===== src/rtl/pben_pkg.sv =====
// ----------------------------------------------------------------------------
// pben_pkg
// Shared widths, register indexes, reset values, operation codes and the
// command/status structs that join the controller and the datapath.
// ----------------------------------------------------------------------------
package pben_pkg;

  // Payload widths.
  localparam int BIN_W   = 9;
  localparam int POWER_W = 24;
  localparam int GAIN_W  = 16;
  localparam int ENV_W   = 17;

  // Trackers are Q24.16: the magnitude shifted left by P_SHIFT.
  localparam int P_SHIFT    = 16;
  localparam int TRK_W      = POWER_W + P_SHIFT;
  localparam int GATE_SHIFT = 8;
  localparam int PLO_W      = 2 * GAIN_W;

  // Quotient of the normalizing division.
  localparam int QUOT_W    = 16;
  localparam int DIV_CNT_W = $clog2(QUOT_W);
  localparam logic [DIV_CNT_W-1:0] DIV_LAST = DIV_CNT_W'(QUOT_W - 1);

  localparam logic [ENV_W-1:0] ENV_ONE = ENV_W'(1 << QUOT_W);

  // Configuration port.
  localparam int CFG_INDEX_W = 2;
  localparam int CFG_DATA_W  = 24;

  localparam logic [CFG_INDEX_W-1:0] REG_ATTACK_GAIN      = 2'd0;
  localparam logic [CFG_INDEX_W-1:0] REG_DECAY_GAIN       = 2'd1;
  localparam logic [CFG_INDEX_W-1:0] REG_THRESHOLD_WEIGHT = 2'd2;
  localparam logic [CFG_INDEX_W-1:0] REG_MIN_RANGE        = 2'd3;

  localparam logic [GAIN_W-1:0]  ATTACK_GAIN_RST      = 16'd19661;
  localparam logic [GAIN_W-1:0]  DECAY_GAIN_RST       = 16'd66;
  localparam logic [GAIN_W-1:0]  THRESHOLD_WEIGHT_RST = 16'd1024;
  localparam logic [POWER_W-1:0] MIN_RANGE_RST        = 24'd1;

  // Operations of the shared multiplier.
  localparam logic [2:0] MUL_NONE  = 3'd0;
  localparam logic [2:0] MUL_GATE  = 3'd1;
  localparam logic [2:0] MUL_LO_HI = 3'd2;
  localparam logic [2:0] MUL_LO_LO = 3'd3;
  localparam logic [2:0] MUL_HI_HI = 3'd4;
  localparam logic [2:0] MUL_HI_LO = 3'd5;

  // Updates of the envelope register.
  localparam logic [1:0] ENV_HOLD = 2'd0;
  localparam logic [1:0] ENV_ZERO = 2'd1;
  localparam logic [1:0] ENV_NORM = 2'd2;
  localparam logic [1:0] ENV_QUOT = 2'd3;

  // Outcome of the range check.
  localparam logic [1:0] NORM_ZERO = 2'd0;
  localparam logic [1:0] NORM_ONE  = 2'd1;
  localparam logic [1:0] NORM_DIV  = 2'd2;

  typedef struct packed {
    logic       accept;
    logic       clear_step;
    logic [2:0] mul_op;
    logic       check;
    logic       diff;
    logic       apply;
    logic       range_calc;
    logic       norm;
    logic       div_step;
    logic [1:0] env_op;
    logic       out_load;
  } cmd_t;

  typedef struct packed {
    logic       clear_done;
    logic       gate_pass;
    logic       in_range;
    logic [1:0] norm_code;
    logic       out_busy;
  } status_t;

endpackage


===== src/rtl/pben_ctrl.sv =====
// ----------------------------------------------------------------------------
// pben_ctrl
// Sequencer: clearing pass, gate, tracker update through the shared
// multiplier, range check, serial division and result hand-off.
// ----------------------------------------------------------------------------
module pben_ctrl import pben_pkg::*; (
  input  logic    clk,
  input  logic    rst,
  input  logic    item_valid,
  output logic    item_ready,
  input  status_t status,
  output cmd_t    cmd
);

  localparam logic [3:0] S_CLEAR  = 4'd0;
  localparam logic [3:0] S_IDLE   = 4'd1;
  localparam logic [3:0] S_GATE   = 4'd2;
  localparam logic [3:0] S_CHECK  = 4'd3;
  localparam logic [3:0] S_DIFF   = 4'd4;
  localparam logic [3:0] S_MUL0   = 4'd5;
  localparam logic [3:0] S_MUL1   = 4'd6;
  localparam logic [3:0] S_MUL2   = 4'd7;
  localparam logic [3:0] S_MUL3   = 4'd8;
  localparam logic [3:0] S_APPLY  = 4'd9;
  localparam logic [3:0] S_RANGE  = 4'd10;
  localparam logic [3:0] S_NORM   = 4'd11;
  localparam logic [3:0] S_DIV    = 4'd12;
  localparam logic [3:0] S_FINISH = 4'd13;

  logic [3:0]           state, state_next;
  logic [DIV_CNT_W-1:0] div_cnt, div_cnt_next;

  always_ff @(posedge clk) begin
    if (rst) begin
      state   <= S_CLEAR;
      div_cnt <= '0;
    end else begin
      state   <= state_next;
      div_cnt <= div_cnt_next;
    end
  end

  always_comb begin
    cmd          = '0;
    state_next   = state;
    div_cnt_next = div_cnt;
    item_ready   = 1'b0;
    unique case (state)
      S_CLEAR: begin
        cmd.clear_step = 1'b1;
        if (status.clear_done) begin
          state_next = S_IDLE;
        end
      end
      S_IDLE: begin
        item_ready = 1'b1;
        if (item_valid) begin
          cmd.accept = 1'b1;
          state_next = S_GATE;
        end
      end
      S_GATE: begin
        cmd.mul_op = MUL_GATE;
        state_next = S_CHECK;
      end
      S_CHECK: begin
        cmd.check  = 1'b1;
        cmd.env_op = ENV_ZERO;
        if (status.gate_pass && status.in_range) begin
          state_next = S_DIFF;
        end else begin
          state_next = S_FINISH;
        end
      end
      S_DIFF: begin
        cmd.diff   = 1'b1;
        state_next = S_MUL0;
      end
      S_MUL0: begin
        cmd.mul_op = MUL_LO_HI;
        state_next = S_MUL1;
      end
      S_MUL1: begin
        cmd.mul_op = MUL_LO_LO;
        state_next = S_MUL2;
      end
      S_MUL2: begin
        cmd.mul_op = MUL_HI_HI;
        state_next = S_MUL3;
      end
      S_MUL3: begin
        cmd.mul_op = MUL_HI_LO;
        state_next = S_APPLY;
      end
      S_APPLY: begin
        cmd.apply  = 1'b1;
        state_next = S_RANGE;
      end
      S_RANGE: begin
        cmd.range_calc = 1'b1;
        state_next     = S_NORM;
      end
      S_NORM: begin
        cmd.norm     = 1'b1;
        cmd.env_op   = ENV_NORM;
        div_cnt_next = '0;
        if (status.norm_code == NORM_DIV) begin
          state_next = S_DIV;
        end else begin
          state_next = S_FINISH;
        end
      end
      S_DIV: begin
        cmd.div_step = 1'b1;
        div_cnt_next = div_cnt + 1'b1;
        if (div_cnt == DIV_LAST) begin
          cmd.env_op = ENV_QUOT;
          state_next = S_FINISH;
        end
      end
      S_FINISH: begin
        if (!status.out_busy) begin
          cmd.out_load = 1'b1;
          state_next   = S_IDLE;
        end
      end
      default: begin
        state_next = S_IDLE;
      end
    endcase
  end

endmodule


===== config.mk =====
export PLATFORM = sky130hd
export DESIGN_NAME = pben_ctrl
export DESIGN_NICKNAME = d
export VERILOG_FILES = /design/src/rtl/pben_pkg.sv /design/src/rtl/pben_ctrl.sv
export SDC_FILE = /design/constraint.sdc
export NUM_CORES = 1
export LEC_CHECK = 0
export ABC_AREA = 1
export BUFFER_PORTS_ARGS = -buffer_cell sky130_fd_sc_hd__buf_2
export CAP_MARGIN = 5
export CORE_MARGIN = 2
export CORE_UTILIZATION = 47
export CTS_CLUSTER_SIZE = 14
export DETAILED_ROUTE_END_ITERATION = 10
export PLACE_DENSITY_LB_ADDON = 0.15
export REMOVE_ABC_BUFFERS = 1
export SETUP_SLACK_MARGIN = 0.02
export SYNTH_ARGS = -nofsm -noshare
export SYNTH_HDL_FRONTEND = slang
export SYNTH_SLANG_ARGS = --single-unit

===== constraint.sdc =====
create_clock -name clk -period 1.5 [get_ports clk]
set_input_delay 0.15 -clock clk [delete_from_list [all_inputs] [get_ports clk]]
set_output_delay 0.15 -clock clk [all_outputs]
set_load 0.01 [all_outputs]

==> metrics.txt <==
# TYPE chip_impl_metric gauge
chip_impl_metric{name="synth_register_bits",unit=""} 8
chip_impl_metric{name="core.rowCount",unit=""} 13
chip_impl_info{name="hp-class",value="primary input to flop"} 1
chip_impl_info{name="highest_layer",value="met4"} 1
chip_impl_info{name="crit_slowest_cell",value="sky130_fd_sc_hd__dfxtp_2"} 1
chip_impl_metric{name="timing.final.crit_share",unit="%"} 93.1
chip_impl_metric{name="netlist_instances",unit=""} 106
chip_impl_info{name="min_delay_worst_endpoint",value="state[2]"} 1
chip_impl_metric{name="num-fill-cells",unit=""} 131
chip_impl_metric{name="layout_setup_ws",unit="ns"} 0.104
chip_impl_metric{name="wl",unit="um"} 1630
chip_impl_metric{name="routed_len_inst",unit="um"} 10.7
chip_impl_metric{name="grt_use_total",unit="%"} 21.1
chip_impl_metric{name="synth_edf_count",unit=""} 0
chip_impl_metric{name="syn_area",unit="um^2"} 639
chip_impl_metric{name="placed_cell_area",unit="um^2"} 769
chip_impl_metric{name="setup.reg_to_reg.worst_slack",unit="ns"} 0.23
chip_impl_metric{name="final_cell_area",unit="um^2"} 872
chip_impl_info{name="synthMostInstantiatedCell",value="sky130_fd_sc_hd__nand2_1"} 1
chip_impl_metric{name="tritoncts.num_buffers",unit=""} 3
chip_impl_info{name="crit_chain",value="ha_4, nand3_2, or2_1, nand2_1, buf_2"} 1
chip_impl_metric{name="antenna_violations_before_repair",unit=""} 0
chip_impl_info{name="crit-reg2reg-capture",value="state[2]"} 1
chip_impl_info{name="path_delay_family",value="simple AND/OR/NAND/NOR gates"} 1
chip_impl_metric{name="p_leak",unit="nW"} 0.494
chip_impl_metric{name="fin_nets",unit=""} 150
chip_impl_metric{name="place.port_buffers",unit=""} 23
chip_impl_info{name="outcome",value="completed"} 1
chip_impl_metric{name="seq_area_frac_synth",unit="%"} 25.0
chip_impl_metric{name="clock_sinks",unit=""} 8
chip_impl_metric{name="antenna_cells",unit=""} 0
chip_impl_metric{name="worst_slew_margin_rel",unit="%"} 85.0
chip_impl_metric{name="dr_wl_met3",unit="um"} 73
chip_impl_metric{name="whs_path_depth",unit=""} 2
chip_impl_metric{name="setup_tns",unit="ns"} 0
chip_impl_metric{name="clk_pin_slew_worst_paths",unit="ns"} 0.05
chip_impl_metric{name="final-max-slew-violation-count",unit=""} 0
chip_impl_metric{name="max_stage_delay",unit="ns"} 0.36
chip_impl_metric{name="buffers_plus_inverters_on_the_worst_setup_path",unit=""} 1
chip_impl_metric{name="vdd.ir_drop.worst",unit="mV"} 1.08
chip_impl_metric{name="dp_hpwl",unit="um"} 1240
chip_impl_metric{name="synthToLayoutAreaGrowth",unit="%"} 36.4
chip_impl_metric{name="met1_length",unit="um"} 685
chip_impl_metric{name="async_reset_ff_share",unit="%"} 0
chip_impl_metric{name="yosys.cell_types.count",unit=""} 21
chip_impl_metric{name="syn-mean-instance-area",unit="um^2"} 6.03
chip_impl_metric{name="post_route_cells_drive_above_1_share",unit="%"} 47.1
chip_impl_info{name="synth.top_cells.by_area",value="sky130_fd_sc_hd__dfxtp_1 25%, sky130_fd_sc_hd__nand2_1 15%, sky130_fd_sc_hd__nand3_1 7.8%"} 1
chip_impl_info{name="yosys-top-cells-count",value="26 x sky130_fd_sc_hd__nand2_1, 11 x sky130_fd_sc_hd__inv_1, 11 x sky130_fd_sc_hd__nor2_1"} 1
chip_impl_info{name="launching_point_of_the_worst_reg2reg_path",value="state[2]"} 1
chip_impl_metric{name="ant_nets",unit=""} 0
chip_impl_metric{name="cp_data_required_time",unit="ns"} 1.35
chip_impl_metric{name="cts_hold_buffers",unit=""} 0
chip_impl_metric{name="largest_driver_fanout_on_the_critical_path",unit=""} 3
chip_impl_metric{name="dr_wl_met2",unit="um"} 855
chip_impl_metric{name="die_height",unit="um"} 40.9
chip_impl_metric{name="ctsLongestPathBuffers",unit=""} 2
chip_impl_metric{name="fmax",unit="GHz"} 0.716
chip_impl_metric{name="drt_iter0_markers",unit=""} 5
chip_impl_info{name="critPathCaptureType",value="primary output"} 1
chip_impl_info{name="cts.root.buffer_cell",value="sky130_fd_sc_hd__clkbuf_4"} 1
chip_impl_metric{name="grt_max_degree",unit=""} 7
chip_impl_info{name="tritoncts_clock_tree",value="built"} 1
chip_impl_metric{name="synthesis.yosys.warnings",unit=""} 0
chip_impl_metric{name="die_w",unit="um"} 40.9
chip_impl_metric{name="maxCapViolations",unit=""} 0
chip_impl_metric{name="setup_viol",unit=""} 0
chip_impl_info{name="synth-main-ff-cell",value="sky130_fd_sc_hd__dfxtp_1"} 1
chip_impl_metric{name="layout_min_cycle_time",unit="ns"} 1.40
chip_impl_metric{name="gp_congestion",unit=""} 0.796
chip_impl_metric{name="final.hold.worst_slack",unit="ns"} 0.146
chip_impl_metric{name="placeableCoreArea",unit="um^2"} 1280
chip_impl_info{name="crit_type",value="flop to primary output"} 1
chip_impl_info{name="rsz0062_at_grt",value="false"} 1
chip_impl_metric{name="design.die.area",unit="um^2"} 1670
chip_impl_metric{name="grt_first_pass_wirelength",unit="um"} 2350
chip_impl_metric{name="clk_latency",unit="ns"} 0.25
chip_impl_info{name="synth_top_cell_by_area",value="sky130_fd_sc_hd__dfxtp_1"} 1
chip_impl_metric{name="ctsHtreeMaxLevel",unit=""} 1
chip_impl_metric{name="cp_data_arrival_time",unit="ns"} 1.25
chip_impl_metric{name="worst_slew_pin_slew",unit="ns"} 0.223
chip_impl_metric{name="number_of_global_route_vias_before_repair",unit=""} 594
chip_impl_metric{name="globalRoute.totalOverflow",unit=""} 0
chip_impl_info{name="start_kind",value="flop"} 1
chip_impl_metric{name="avgViaCountPerCell",unit=""} 4.95
chip_impl_metric{name="vias",unit=""} 757
chip_impl_metric{name="initial_core_util",unit="%"} 49.8
chip_impl_metric{name="clock_skew",unit="ns"} 0.00201
chip_impl_metric{name="remaining_drc_errors",unit=""} 0
chip_impl_info{name="worst_hold_startpoint",value="rst"} 1
chip_impl_metric{name="dpl_worst_slack",unit="ns"} 0.172
chip_impl_metric{name="cellPowerDensity",unit="nW/um^2"} 1620
chip_impl_metric{name="ff2ff_path_depth",unit=""} 8
chip_impl_metric{name="ios",unit=""} 24
chip_impl_metric{name="drt-pass1-iter-count",unit=""} 4
chip_impl_metric{name="synth_largest_type_area_fraction",unit="%"} 25.0
chip_impl_metric{name="final_hold_viol_count",unit=""} 0
-- where the power goes --
group	switching [mW]	internal [mW]	total (mW)
registers	0.0692	0.279	0.348
logic	0.552	0.355	0.907
clock network	0.0699	0.0913	0.161
total	0.691	0.725	1.42
-- worst reg2reg max path: cells and delay by family, from the launching register on --
family	cells	cell delay, ns
buffers and inverters	2	0.18
AOI/OAI and AO/OA	1	0.12
and+or+nand+nor	5	0.54
DFF	1	0.36
-- layout make-up --
type                            instances  area (um^2)  area share (%)
Multi-Input combinational cell         78          417            47.8
Inverter                               19         73.8            8.46
Clock buffer                            3         22.5            2.58
Timing Repair Buffer                   30          168            19.2
Tap cell                               15         18.8            2.15
Sequential cell                         8          173            19.8
-- per-stage QoR --
stage               util [%]  total power, mW  instances
finish                  67.9             1.42        153
detailed placement      59.9             1.16        144
global route            67.9             1.56        153
CTS                     64.4             1.38        150
global placement        59.9             1.16        144
floorplan                  -            0.926        105
-- timing repair --
item | 4_1_cts | 5_1_grt
pin swaps | 1 | 3
setup buffers | 3 | 3
setup endpoints to repair | 2 | 4
gates resized for setup | 7 | 7
-- layout by cell type, fill, tap and decap left out, types with 2 or more instances in the layout --
master / n
sky130_fd_sc_hd__buf_2: 23
sky130_fd_sc_hd__clkbuf_4: 3
sky130_fd_sc_hd__o21ai_0: 3
sky130_fd_sc_hd__nor3_1: 4
sky130_fd_sc_hd__dfxtp_1: 2
sky130_fd_sc_hd__buf_4: 7
sky130_fd_sc_hd__nand3_1: 9
sky130_fd_sc_hd__nand2_1: 25
sky130_fd_sc_hd__nand4_1: 3
sky130_fd_sc_hd__nand2_2: 6
sky130_fd_sc_hd__dfxtp_4: 2
sky130_fd_sc_hd__inv_1: 10
sky130_fd_sc_hd__nor2_2: 3
sky130_fd_sc_hd__nor2_4: 2
sky130_fd_sc_hd__dfxtp_2: 4
sky130_fd_sc_hd__a21oi_1: 4
sky130_fd_sc_hd__nor2_1: 11
sky130_fd_sc_hd__inv_2: 8
-- flip-flops by register name, summed over array words and instances (netlist names) --
signal and cells:
div_cnt 4, state 4
-- cells by family after synthesis --
logic type               count (synthesis)  synth area share [%]
AO/OA/AOI/OAI                            9                  8.22
adder cells (fa/ha/maj)                  1                  1.96
buffers and inverters                   20                  12.9
flip-flops                               8                  25.0
AND/OR/NAND/NOR                         68                  51.9
-- layer usage --
layer	GRT usage, %	up-vias
met4	5.00	0
li1	-	400
met5	0	-
met3	4.89	4
met1	24.5	333
met2	38.3	20
-- how the worst max path moves through the flow --
| stage | start | endpoint | cells after the start |
|---|---|---|---|
| after floorplan | state[3] | cmd[1] | 5 |
| after global placement | state[3] | cmd[1] | 6 |
| after detailed placement | state[3] | cmd[1] | 6 |
| after CTS | state[3] | cmd[1] | 6 |
| after global routing | state[0] | cmd[9] | 5 |
| final | div_cnt[0] | cmd[1] | 5 |
Note: power is estimated with default switching activity, not from simulation.
